File: config.mk
export PLATFORM = sky130hd
export DESIGN_NAME = line_follow_pd_steering_core
export DESIGN_NICKNAME = d
export VERILOG_FILES = /design/src/rtl/core/lfpd_pkg.sv /design/src/rtl/core/lfpd_div.sv /design/src/rtl/core/lfpd_mac.sv /design/src/rtl/core/line_follow_pd_steering_core.sv
export VERILOG_INCLUDE_DIRS = /design/src /design/src/rtl/core
export SDC_FILE = /design/constraint.sdc
export NUM_CORES = 1
export LEC_CHECK = 0
export BUFFER_PORTS_ARGS = -buffer_cell sky130_fd_sc_hd__buf_2
export CORE_MARGIN = 2
export CORE_UTILIZATION = 30
export DETAILED_ROUTE_END_ITERATION = 10
export GPL_TIMING_DRIVEN = 0
export PLACE_DENSITY = 0.52
export SETUP_SLACK_MARGIN = 0.15
export SLEW_MARGIN = 25
export SYNTH_ARGS = -nofsm -noshare
export SYNTH_HDL_FRONTEND = slang
export SYNTH_HIERARCHICAL = 1
export SYNTH_SLANG_ARGS = --single-unit
File: constraint.sdc
create_clock -name clk_i -period 7.4 [get_ports clk_i]
set_input_delay 2.22 -clock clk_i [delete_from_list [all_inputs] [get_ports clk_i]]
set_output_delay 2.22 -clock clk_i [all_outputs]
set_load 0.1 [all_outputs]
File: src/rtl/core/line_follow_pd_steering_core_macros.svh
// Assertion macros shared by the steering core RTL.
`ifndef LINE_FOLLOW_PD_STEERING_CORE_MACROS_SVH
`define LINE_FOLLOW_PD_STEERING_CORE_MACROS_SVH
`ifndef ASSERT_OFF
`define LFPD_ASSERT(label, prop) \
  label: assert property (@(posedge clk_i) disable iff (!rst_ni) prop) \
    else $error("lfpd assertion failed");
`define LFPD_NEVER(label, expr) \
  label: assert property (@(posedge clk_i) disable iff (!rst_ni) !(expr)) \
    else $error("lfpd forbidden condition");
`else
`define LFPD_ASSERT(label, prop)
`define LFPD_NEVER(label, expr)
`endif
`endif

File: src/rtl/core/lfpd_pkg.sv
// Shared widths, constants and register codes of the steering core.
package lfpd_pkg;
  localparam int unsigned LevelW   = 10;
  localparam int unsigned GainW    = 10;
  localparam int unsigned DriveW   = 15;
  localparam int unsigned NormW    = 10;
  localparam int unsigned ErrW     = 12;
  localparam int unsigned CorrW    = 25;
  localparam int unsigned CfgIdxW  = 3;
  localparam int unsigned CfgDataW = 15;

  localparam logic [NormW-1:0]         NormFull    = 10'd1000;
  localparam logic [NormW-1:0]         LostLevel   = 10'd300;
  localparam logic signed [ErrW-1:0]   RecoverErr  = 12'sd700;
  localparam logic [DriveW-1:0]        DriveMax    = 15'd30000;
  localparam logic [DriveW-1:0]        CruiseReset = 15'd9000;
  localparam logic [LevelW-1:0]        WhiteReset  = 10'd0;
  localparam logic [LevelW-1:0]        BlackReset  = 10'd1023;
  localparam logic [GainW-1:0]         KpReset     = 10'd8;
  localparam logic [GainW-1:0]         KdReset     = 10'd4;

  typedef enum logic [CfgIdxW-1:0] {
    CFG_WHITE_L,
    CFG_BLACK_L,
    CFG_WHITE_R,
    CFG_BLACK_R,
    CFG_KP,
    CFG_KD,
    CFG_CRUISE
  } cfg_idx_e;
endpackage

File: src/rtl/core/lfpd_div.sv
// Bit-serial restoring divider, one quotient bit per cycle.
module lfpd_div #(
  parameter int unsigned NumW = 20
) (
  input  logic                        clk_i,
  input  logic                        rst_ni,
  input  logic                        start_i,
  input  logic [NumW-1:0]             dividend_i,
  input  logic [lfpd_pkg::LevelW-1:0] divisor_i,
  output logic [NumW-1:0]             quotient_o,
  output logic                        busy_o,
  output logic                        done_o
);
  localparam int unsigned DW   = lfpd_pkg::LevelW;
  localparam int unsigned CntW = (NumW > 1) ? $clog2(NumW) : 1;

  logic [NumW-1:0] dvd_q;
  logic [DW-1:0]   rem_q;
  logic [CntW-1:0] cnt_q;
  logic            busy_q, done_q;
  logic [DW:0]     trial, diff;
  logic            fits;

  assign trial = {rem_q, dvd_q[NumW-1]};
  assign fits  = trial >= {1'b0, divisor_i};
  assign diff  = trial - {1'b0, divisor_i};

  always_ff @(posedge clk_i or negedge rst_ni) begin
    if (!rst_ni) begin
      dvd_q  <= '0;
      rem_q  <= '0;
      cnt_q  <= '0;
      busy_q <= 1'b0;
      done_q <= 1'b0;
    end else begin
      done_q <= 1'b0;
      if (start_i) begin
        dvd_q  <= dividend_i;
        rem_q  <= '0;
        cnt_q  <= '0;
        busy_q <= 1'b1;
      end else if (busy_q) begin
        rem_q <= fits ? diff[DW-1:0] : trial[DW-1:0];
        dvd_q <= {dvd_q[NumW-2:0], fits};
        cnt_q <= cnt_q + 1'b1;
        if (cnt_q == CntW'(NumW - 1)) begin
          busy_q <= 1'b0;
          done_q <= 1'b1;
        end
      end
    end
  end

  assign quotient_o = dvd_q;
  assign busy_o     = busy_q;
  assign done_o     = done_q;
endmodule

File: src/rtl/core/lfpd_mac.sv
// Serial shift-add unit: err*kp + deriv*kd, one gain bit per cycle.
module lfpd_mac (
  input  logic                              clk_i,
  input  logic                              rst_ni,
  input  logic                              start_i,
  input  logic signed [lfpd_pkg::ErrW-1:0]  err_i,
  input  logic signed [lfpd_pkg::ErrW-1:0]  deriv_i,
  input  logic [lfpd_pkg::GainW-1:0]        kp_i,
  input  logic [lfpd_pkg::GainW-1:0]        kd_i,
  output logic signed [lfpd_pkg::CorrW-1:0] corr_o,
  output logic                              busy_o,
  output logic                              done_o
);
  localparam int unsigned GW   = lfpd_pkg::GainW;
  localparam int unsigned CW   = lfpd_pkg::CorrW;
  localparam int unsigned CntW = $clog2(2 * GW);

  logic signed [CW-1:0]             acc_q, mcand_q;
  logic signed [lfpd_pkg::ErrW-1:0] deriv_q;
  logic [GW-1:0]                    mult_q, kd_q;
  logic [CntW-1:0]                  cnt_q;
  logic                             busy_q, done_q;

  always_ff @(posedge clk_i or negedge rst_ni) begin
    if (!rst_ni) begin
      acc_q   <= '0;
      mcand_q <= '0;
      deriv_q <= '0;
      mult_q  <= '0;
      kd_q    <= '0;
      cnt_q   <= '0;
      busy_q  <= 1'b0;
      done_q  <= 1'b0;
    end else begin
      done_q <= 1'b0;
      if (start_i) begin
        acc_q   <= '0;
        mcand_q <= CW'(err_i);
        mult_q  <= kp_i;
        deriv_q <= deriv_i;
        kd_q    <= kd_i;
        cnt_q   <= '0;
        busy_q  <= 1'b1;
      end else if (busy_q) begin
        if (mult_q[0]) begin
          acc_q <= acc_q + mcand_q;
        end
        cnt_q <= cnt_q + 1'b1;
        if (cnt_q == CntW'(GW - 1)) begin
          // second product: switch to the derivative term
          mcand_q <= CW'(deriv_q);
          mult_q  <= kd_q;
        end else begin
          mcand_q <= mcand_q <<< 1;
          mult_q  <= mult_q >> 1;
        end
        if (cnt_q == CntW'(2 * GW - 1)) begin
          busy_q <= 1'b0;
          done_q <= 1'b1;
        end
      end
    end
  end

  assign corr_o = acc_q;
  assign busy_o = busy_q;
  assign done_o = done_q;
endmodule

File: src/rtl/core/line_follow_pd_steering_core.sv
// Top level of the line-follow PD steering core.
// Usage:
//  - Input channel (in_valid_i / in_stall_o): one beat carries a raw left and
//    right reflectance sample. Samples are taken only while the core is idle.
//  - Output channel (out_valid_o / out_stall_i): one beat per input beat,
//    carrying the left and right wheel drive values, 0..30000.
//  - Config channel (cfg_valid_i / cfg_ready_o): register index and data;
//    always ready. Write only while no item is in flight.
//  - Flow: both sides divide in parallel in bit-serial dividers of NumW
//    bits, where NumW = max(SAMPLE_BITS-2, 10) + 10, then one shift-add
//    unit forms the PD correction.
//  - Throughput: one item at a time; the next input beat is taken as soon
//    as the previous result is in the output register, even while stalled.
//  - Receiver stall: the result holds in the output register; a finished
//    following item waits in its last step until the register frees.
//  - Reset: registers return to their defaults, error history clears to 0.
`include "line_follow_pd_steering_core_macros.svh"
module line_follow_pd_steering_core #(
  parameter int unsigned SAMPLE_BITS = 12
) (
  input  logic                                clk_i,
  input  logic                                rst_ni,
  input  logic                                cfg_valid_i,
  output logic                                cfg_ready_o,
  input  logic [lfpd_pkg::CfgIdxW-1:0]        cfg_index_i,
  input  logic [lfpd_pkg::CfgDataW-1:0]       cfg_data_i,
  input  logic                                in_valid_i,
  output logic                                in_stall_o,
  input  logic [SAMPLE_BITS-1:0]              left_sample_i,
  input  logic [SAMPLE_BITS-1:0]              right_sample_i,
  output logic                                out_valid_o,
  input  logic                                out_stall_i,
  output logic [lfpd_pkg::DriveW-1:0]         left_drive_o,
  output logic [lfpd_pkg::DriveW-1:0]         right_drive_o
);
  localparam int unsigned LW   = lfpd_pkg::LevelW;
  localparam int unsigned GW   = lfpd_pkg::GainW;
  localparam int unsigned DRW  = lfpd_pkg::DriveW;
  localparam int unsigned NRW  = lfpd_pkg::NormW;
  localparam int unsigned EW   = lfpd_pkg::ErrW;
  localparam int unsigned CW   = lfpd_pkg::CorrW;
  localparam int unsigned ScW  = SAMPLE_BITS - 2;
  localparam int unsigned MagW = (ScW > LW) ? ScW : LW;
  localparam int unsigned NumW = MagW + 10;  // x1000 < 2^10

  typedef enum logic [2:0] {S_IDLE, S_PREP, S_DIV, S_ERR, S_MAC, S_OUT} state_e;

  state_e state_q;

  // configuration registers
  logic [LW-1:0]  white_l_q, black_l_q, white_r_q, black_r_q;
  logic [GW-1:0]  kp_q, kd_q;
  logic [DRW-1:0] cruise_q;

  // item registers
  logic [SAMPLE_BITS-1:0] lsamp_q, rsamp_q;
  logic [NumW-1:0]        l_num_q, r_num_q;
  logic [LW-1:0]          l_den_q, r_den_q;
  logic                   l_neg_q, r_neg_q, l_zero_q, r_zero_q;
  logic                   div_start_q, mac_start_q;
  logic signed [EW-1:0]   err_q, deriv_q;
  logic signed [EW-1:0]   rec_err_q, prior_err_q, prior_diff_q;
  logic                   out_valid_q;
  logic [DRW-1:0]         left_drive_q, right_drive_q;

  assign cfg_ready_o = 1'b1;

  always_ff @(posedge clk_i or negedge rst_ni) begin
    if (!rst_ni) begin
      white_l_q <= lfpd_pkg::WhiteReset;
      black_l_q <= lfpd_pkg::BlackReset;
      white_r_q <= lfpd_pkg::WhiteReset;
      black_r_q <= lfpd_pkg::BlackReset;
      kp_q      <= lfpd_pkg::KpReset;
      kd_q      <= lfpd_pkg::KdReset;
      cruise_q  <= lfpd_pkg::CruiseReset;
    end else if (cfg_valid_i) begin
      case (lfpd_pkg::cfg_idx_e'(cfg_index_i))
        lfpd_pkg::CFG_WHITE_L: white_l_q <= cfg_data_i[LW-1:0];
        lfpd_pkg::CFG_BLACK_L: black_l_q <= cfg_data_i[LW-1:0];
        lfpd_pkg::CFG_WHITE_R: white_r_q <= cfg_data_i[LW-1:0];
        lfpd_pkg::CFG_BLACK_R: black_r_q <= cfg_data_i[LW-1:0];
        lfpd_pkg::CFG_KP:      kp_q      <= cfg_data_i[GW-1:0];
        lfpd_pkg::CFG_KD:      kd_q      <= cfg_data_i[GW-1:0];
        lfpd_pkg::CFG_CRUISE:  cruise_q  <= cfg_data_i[DRW-1:0];
        default: ;
      endcase
    end
  end

  // ---- normalization prep: |scaled - white| * 1000 and |black - white|
  logic signed [MagW:0] l_sd, r_sd;
  logic [MagW-1:0]      l_mag, r_mag;
  logic [NumW-1:0]      l_num, r_num;
  logic signed [LW:0]   l_den, r_den;

  assign l_sd  = $signed((MagW+1)'(lsamp_q[SAMPLE_BITS-1:2]))
               - $signed((MagW+1)'(white_l_q));
  assign r_sd  = $signed((MagW+1)'(rsamp_q[SAMPLE_BITS-1:2]))
               - $signed((MagW+1)'(white_r_q));
  assign l_mag = l_sd[MagW] ? MagW'(-l_sd) : l_sd[MagW-1:0];
  assign r_mag = r_sd[MagW] ? MagW'(-r_sd) : r_sd[MagW-1:0];
  // 1000 = 1024 - 16 - 8
  assign l_num = (NumW'(l_mag) << 10) - (NumW'(l_mag) << 4) - (NumW'(l_mag) << 3);
  assign r_num = (NumW'(r_mag) << 10) - (NumW'(r_mag) << 4) - (NumW'(r_mag) << 3);
  assign l_den = $signed({1'b0, black_l_q}) - $signed({1'b0, white_l_q});
  assign r_den = $signed({1'b0, black_r_q}) - $signed({1'b0, white_r_q});

  // ---- dividers, one per side
  logic [NumW-1:0] l_quo, r_quo;
  logic            l_busy, r_busy, l_done, r_done;

  lfpd_div #(.NumW(NumW)) u_div_l (
    .clk_i, .rst_ni, .start_i(div_start_q), .dividend_i(l_num_q),
    .divisor_i(l_den_q), .quotient_o(l_quo), .busy_o(l_busy), .done_o(l_done)
  );
  lfpd_div #(.NumW(NumW)) u_div_r (
    .clk_i, .rst_ni, .start_i(div_start_q), .dividend_i(r_num_q),
    .divisor_i(r_den_q), .quotient_o(r_quo), .busy_o(r_busy), .done_o(r_done)
  );

  // ---- error, line-lost recovery, averaged derivative
  logic [NRW-1:0]       ln, rn;
  logic signed [EW-1:0] err_raw, err_sel, diff;
  logic signed [EW:0]   dsum, dsum_adj;
  logic                 lost;

  assign ln = (l_zero_q || l_neg_q) ? '0 :
              (l_quo > NumW'(lfpd_pkg::NormFull)) ? lfpd_pkg::NormFull : l_quo[NRW-1:0];
  assign rn = (r_zero_q || r_neg_q) ? '0 :
              (r_quo > NumW'(lfpd_pkg::NormFull)) ? lfpd_pkg::NormFull : r_quo[NRW-1:0];
  assign err_raw = $signed(EW'(ln)) - $signed(EW'(rn));
  assign lost    = (ln < lfpd_pkg::LostLevel) && (rn < lfpd_pkg::LostLevel);
  assign err_sel = !lost ? err_raw :
                   (rec_err_q > 0) ? lfpd_pkg::RecoverErr : -lfpd_pkg::RecoverErr;
  assign diff     = err_sel - prior_err_q;
  assign dsum     = (EW+1)'(diff) + (EW+1)'(prior_diff_q);
  // halve toward zero: bias negatives by one before the shift
  assign dsum_adj = dsum + $signed((EW+1)'(dsum[EW]));

  // ---- correction
  logic signed [CW-1:0] corr;
  logic                 mac_busy, mac_done;

  lfpd_mac u_mac (
    .clk_i, .rst_ni, .start_i(mac_start_q), .err_i(err_q), .deriv_i(deriv_q),
    .kp_i(kp_q), .kd_i(kd_q), .corr_o(corr), .busy_o(mac_busy), .done_o(mac_done)
  );

  function automatic logic [DRW-1:0] clamp_drive(logic signed [CW:0] v);
    logic [DRW-1:0] r;
    if (v < 0) begin
      r = '0;
    end else if (v > $signed((CW+1)'(lfpd_pkg::DriveMax))) begin
      r = lfpd_pkg::DriveMax;
    end else begin
      r = v[DRW-1:0];
    end
    return r;
  endfunction

  logic signed [CW:0] base, corr_e, ls, rs;
  logic               corr_pos;

  assign base     = $signed((CW+1)'(cruise_q));
  assign corr_e   = (CW+1)'(corr);
  assign corr_pos = !corr[CW-1] && (corr != '0);
  assign ls       = corr_pos ? base - corr_e : base;
  assign rs       = corr_pos ? base : base + corr_e;

  logic out_free;
  assign out_free = !out_valid_q || !out_stall_i;

  // ---- sequencer
  always_ff @(posedge clk_i or negedge rst_ni) begin
    if (!rst_ni) begin
      state_q       <= S_IDLE;
      lsamp_q       <= '0;
      rsamp_q       <= '0;
      l_num_q       <= '0;
      r_num_q       <= '0;
      l_den_q       <= '0;
      r_den_q       <= '0;
      l_neg_q       <= 1'b0;
      r_neg_q       <= 1'b0;
      l_zero_q      <= 1'b0;
      r_zero_q      <= 1'b0;
      div_start_q   <= 1'b0;
      mac_start_q   <= 1'b0;
      err_q         <= '0;
      deriv_q       <= '0;
      rec_err_q     <= '0;
      prior_err_q   <= '0;
      prior_diff_q  <= '0;
      out_valid_q   <= 1'b0;
      left_drive_q  <= '0;
      right_drive_q <= '0;
    end else begin
      div_start_q <= 1'b0;
      mac_start_q <= 1'b0;
      // in the final step a taken beat is replaced by the next one below
      if (out_valid_q && !out_stall_i && (state_q != S_OUT)) begin
        out_valid_q <= 1'b0;
      end
      case (state_q)
        S_IDLE: begin
          if (in_valid_i) begin
            lsamp_q <= left_sample_i;
            rsamp_q <= right_sample_i;
            state_q <= S_PREP;
          end
        end
        S_PREP: begin
          l_num_q     <= l_num;
          r_num_q     <= r_num;
          l_den_q     <= l_den[LW] ? LW'(-l_den) : l_den[LW-1:0];
          r_den_q     <= r_den[LW] ? LW'(-r_den) : r_den[LW-1:0];
          l_neg_q     <= l_sd[MagW] ^ l_den[LW];
          r_neg_q     <= r_sd[MagW] ^ r_den[LW];
          l_zero_q    <= (l_den == '0);
          r_zero_q    <= (r_den == '0);
          div_start_q <= 1'b1;
          state_q     <= S_DIV;
        end
        S_DIV: begin
          if (l_done) begin
            state_q <= S_ERR;
          end
        end
        S_ERR: begin
          err_q        <= err_sel;
          deriv_q      <= dsum_adj[EW:1];
          prior_err_q  <= err_sel;
          prior_diff_q <= diff;
          if (!lost) begin
            rec_err_q <= err_raw;
          end
          mac_start_q <= 1'b1;
          state_q     <= S_MAC;
        end
        S_MAC: begin
          if (mac_done) begin
            state_q <= S_OUT;
          end
        end
        S_OUT: begin
          if (out_free) begin
            left_drive_q  <= clamp_drive(ls);
            right_drive_q <= clamp_drive(rs);
            out_valid_q   <= 1'b1;
            state_q       <= S_IDLE;
          end
        end
        default: state_q <= S_IDLE;
      endcase
    end
  end

  assign in_stall_o    = (state_q != S_IDLE);
  assign out_valid_o   = out_valid_q;
  assign left_drive_o  = left_drive_q;
  assign right_drive_o = right_drive_q;

  // ---- checks
  `LFPD_ASSERT(a_out_from_final, $rose(out_valid_o) |-> $past(state_q == S_OUT))
  `LFPD_NEVER(a_units_overlap, mac_busy && (l_busy || r_busy))
  `LFPD_ASSERT(a_div_lockstep, l_done == r_done)
  `LFPD_ASSERT(a_hold_final, (state_q == S_OUT && out_valid_q && out_stall_i) |=> state_q == S_OUT)
endmodule

# == After elaboration in Yosys (flattened, before gate mapping) ==
# Cells that the tools add are included.
# word_totals
out_inout_bits,33
input_bits,47
elab_cells,200
ff_bits,408
# op_classes
n_mux,66
order_cmp,11
addsub,24
reduce_logical,32
n_bitwise,3
n_eq_ne,20
# op_table
op,count
10-bit two-way mux,17
25-bit two-way mux,6
20-bit two-way mux,4
15-bit two-way mux,4
10-bit by 10-bit subtractor with 11-bit output,5
"26-bit by 16-bit greater-than comparator with 1-bit output, second input constant",2
"26-bit by 1-bit < comparator with 1-bit output, second input constant",2
26-bit two-way mux,2
"20-bit by 10-bit greater-than comparator with 1-bit output, second input constant",2
10-bit negation,4
20-bit by 13-bit subtractor with 20-bit output,2
20-bit by 14-bit subtractor with 20-bit output,2
5-bit two-way mux,6
16-bit by 25-bit adder with 26-bit output,1
16-bit by 25-bit subtractor with 26-bit output,1
25-bit adder,1
25-bit nonzero test,1
12-bit two-way mux,2
11-bit by 10-bit >= comparator with 1-bit output,2
11-bit zero test,2
2-bit AND reduction,11
"10-bit by 9-bit < comparator with 1-bit output, second input constant",2
1-bit two-way mux,20
10-bit subtractor,2
24 further kinds,53

# == Longest topological paths before layout ==
# depth
depth_word,9
ltp_mapped,33
depth_no_buf,33

# == By module ==
# The synthesis kept the hierarchy.
# by_module_without_submodules
mod,n_inst,area_each_um2,cells_per_inst
line_follow_pd_steering_core,1,17516.8,1965
lfpd_mac,1,5323.9,607
lfpd_div,2,2220.9,230

# == Worst setup path after synthesis ==
# Ideal clock, no wire load.
# synth_timing
path_kind,register to register
startpoint,"register u_div_l.dvd_q[15], in the netlist u_div_l/quotient_o[15]"
endpoint,register deriv_q[11] (netlist name)
period_less_slack_ns,6.464
slack_ns,0.936
setup_time_ns,0.135
t_required_ns,7.265
path_stages_with_launch,31
arrival_time_ns,6.329
cell_sequence,dfrtp_1 > or4_1 > or3_1 > buf_2 > or2_2 > nor3_1 > and2_1 > ha_1 > nor2b_1 > o21ai_0 > a21boi_0 > a211oi_1 > nor2_1 > xor2_1 > a21o_1 > ha_1 > a21oi_1 > o21bai_1 > a211o_1 > a31oi_1 > xnor2_1 > ha_1 > and4_1 > a21oi_1 > a41oi_1 > nor2b_1 > ha_1 > nand2_1 > nor4_1 > xor2_1 > o21ai_0
# synth_rtl
element,line,text
"start, declared",lfpd_div.sv:17,logic [NumW-1:0] dvd_q;
"start signal, assigned",lfpd_div.sv:38,dvd_q <= dividend_i;
"start signal, assigned",lfpd_div.sv:44,"dvd_q <= {dvd_q[NumW-2:0], fits};"

==> flow_metrics.tcl <==
set metrics [dict create \
    timing.slew.headroom_pct 38.2 \
    coreArea_mm2 0.0900 \
    min_period_over_period_pct 92.1 \
    fraction_of_layout_instances_using_a_drive_strength_above_1_pct 12.6 \
    routabilityCongestion 0.876 \
    totalWireLength_mm 77.8 \
    floorplan.die_area_mm2 0.0933 \
    drcViolationCount 0 \
    critical-path-slowest-cell "or4_4" \
    critPathTopFamily "simple AND/OR/NAND/NOR gates" \
    first_pass_grt_wire_length_mm 124 \
    route.vias.total 22405 \
    row_count 110 \
    die_span_in_x_um 305 \
    buffer_type_at_the_clock_tree_root "clkbuf_16" \
    syn_area_mm2 0.0272 \
    crit_buf_inv 2 \
    htreeDepth 2 \
    ys.warnings.count 6 \
    setup.worst_path.class "flop to flop" \
    clk_latency_ns 0.59 \
    worstSetupStartpointType "flop" \
    postPlaceCellArea_mm2 0.0292 \
    grt_pass1_vias 21987 \
    critPathMaxFanout 9 \
    achievable-frequency_ghz 0.147 \
    postSynthCellCount 3029 \
    finalWorstPathRequiredPeriod_ns 6.82 \
    status "finished, final reports clean" \
    worstPathArrival_ns 7.26 \
    initial_antenna_violation_count 4 \
    num-fill-cells 9405 \
    cap_violations 0 \
    worstHoldPathType "flop to flop" \
    drt-wirelength-per-cell_um 17.8 \
    reg_clk_slew_reported_paths_ns 0.06 \
    drt_first_pass_iters 5 \
    cts-buffers-inserted 47 \
    hold_viol 0 \
    start_util_pct 30.3 \
    vias_per_cell 5.12 \
    groute.usage.overall_pct 16.6 \
    initialDrtViolationCount 1361 \
    final_cell_area_mm2 0.0310 \
    numClockSinks 397 \
    synth.avg_cell_area_um2 9.00 \
    ioPinCount 80 \
    fp.dieH_um 305 \
    tightestPinTransition_ns 0.916 \
    number_of_buffers_between_clock_root_and_the_deepest_sink 3 \
    required_worst_endpoint_ns 7.84 \
    drtAntennaViolNets 0 \
    grt_setup_unrepaired "false" \
    cts_tree "yes" \
    syn_to_final_growth_pct 13.8 \
    grt_start_max_net_pins 89 \
    io_buffer_count 72 \
    end_kind "flop" \
    grt_remaining_overflow 0 \
    skew_ns 0.0231 \
    timing.final.setup_violations 0 \
    cp_slowest_stage_delay_ns 0.55 \
    nets 3424 \
    antenna-diode-count 0 \
    timing.final.max_slew_violations 0 \
    detailedPlacementHpwl_mm 59.3 \
]
-- layer usage --
| metal | vias up | track usage [%] | wire, um |
|---|---|---|---|
| li1 | 11049 | - | - |
| met4 | 2 | 4.34 | 1720 |
| met3 | 96 | 2.38 | 3160 |
| met5 | - | 0 | 9 |
| met2 | 371 | 26.3 | 35000 |
| met1 | 10887 | 23.6 | 37900 |
-- per-stage QoR --
| step | TNS (ns) | setup slack, ns | utilization [%] | hold WS [ns] | cells |
|---|---|---|---|---|---|
| floorplan | 0 | 0.936 | - | 0.439 | 3034 |
| global placement | -1627.45 | -4.37 | 32.3 | 0.458 | 4282 |
| detailed placement | 0 | 0.0510 | 32.5 | 0.462 | 4286 |
| CTS | 0 | 0.157 | 34.3 | 0.474 | 4374 |
| global route | 0 | 0.173 | 34.5 | 0.493 | 4376 |
| finish | 0 | 0.583 | 34.5 | 0.469 | 4376 |
-- worst min-delay path: cells and delay by family, from the launching register on --
family / cells / cell delay (ns)
flops: 1 / 0.34
simple gates: 2 / 0.10
-- cell type report --
class | instances | area [um^2] | share of cell area, %
Tap cell | 1176 | 1470 | 4.74
Clock inverter | 23 | 323 | 1.04
Multi-Input combinational cell | 2328 | 16200 | 52.3
Inverter | 174 | 653 | 2.11
Timing Repair Buffer | 78 | 495 | 1.60
Buffer | 135 | 548 | 1.77
Sequential cell | 397 | 9970 | 32.1
Clock buffer | 65 | 1330 | 4.27
-- flip-flops by register name, summed over array words and instances, names as in the netlist, 11 cells and up --
name,flops
cruise_q,15
u_div_r/quotient_o,20
rec_err_q,11
u_mac/corr_o,25
prior_err_q,11
left_drive_o,15
deriv_q,12
l_num_q,17
r_num_q,17
prior_diff_q,12
u_div_l/quotient_o,20
u_mac/mcand_q,25
u_mac/deriv_q,12
right_drive_o,15
-- layout by cell type (no fill, tap or decap), types with 33 or more instances in the layout --
| cell type | n |
|---|---|
| dfrtp_1 | 370 |
| nor3_1 | 41 |
| a21oi_1 | 143 |
| nand2_1 | 369 |
| mux2i_1 | 63 |
| ha_1 | 197 |
| nand3_1 | 85 |
| o31ai_1 | 33 |
| nor2_1 | 215 |
| a211oi_1 | 40 |
| inv_1 | 172 |
| nor2b_1 | 43 |
| clkbuf_1 | 116 |
| o21ai_0 | 253 |
| buf_2 | 85 |
| mux2_2 | 114 |
| clkbuf_16 | 48 |
| xnor2_1 | 108 |
| a21o_1 | 53 |
| xor2_1 | 69 |
-- what timing repair did --
action	in CTS	in global routing
pin swaps	1	5
gates cloned	0	0
buffers inserted	0	2
hold buffers	0	0
endpoints found under the setup margin	4	12
gates resized for setup	3	24
-- final timing paths --
kind | from | to | slack [ns] | depth (start not counted)
max in group asynchronous | rst_ni | u_div_l/quotient_o[17] | 4.51 | 3
min in group asynchronous | rst_ni | cruise_q[14] | 1.56 | 1
hold / removal | l_num_q[11] | l_num_q[11] | 0.47 | 2
hold reg to reg | l_num_q[11] | l_num_q[11] | 0.47 | 2
setup / recovery | u_div_l/quotient_o[15] | deriv_q[11] | 0.58 | 29
setup reg to reg | u_div_l/quotient_o[15] | deriv_q[11] | 0.58 | 29
Power is not shown: default switching activity piles up to over one toggle a cycle in this logic, so the estimate is an artifact.
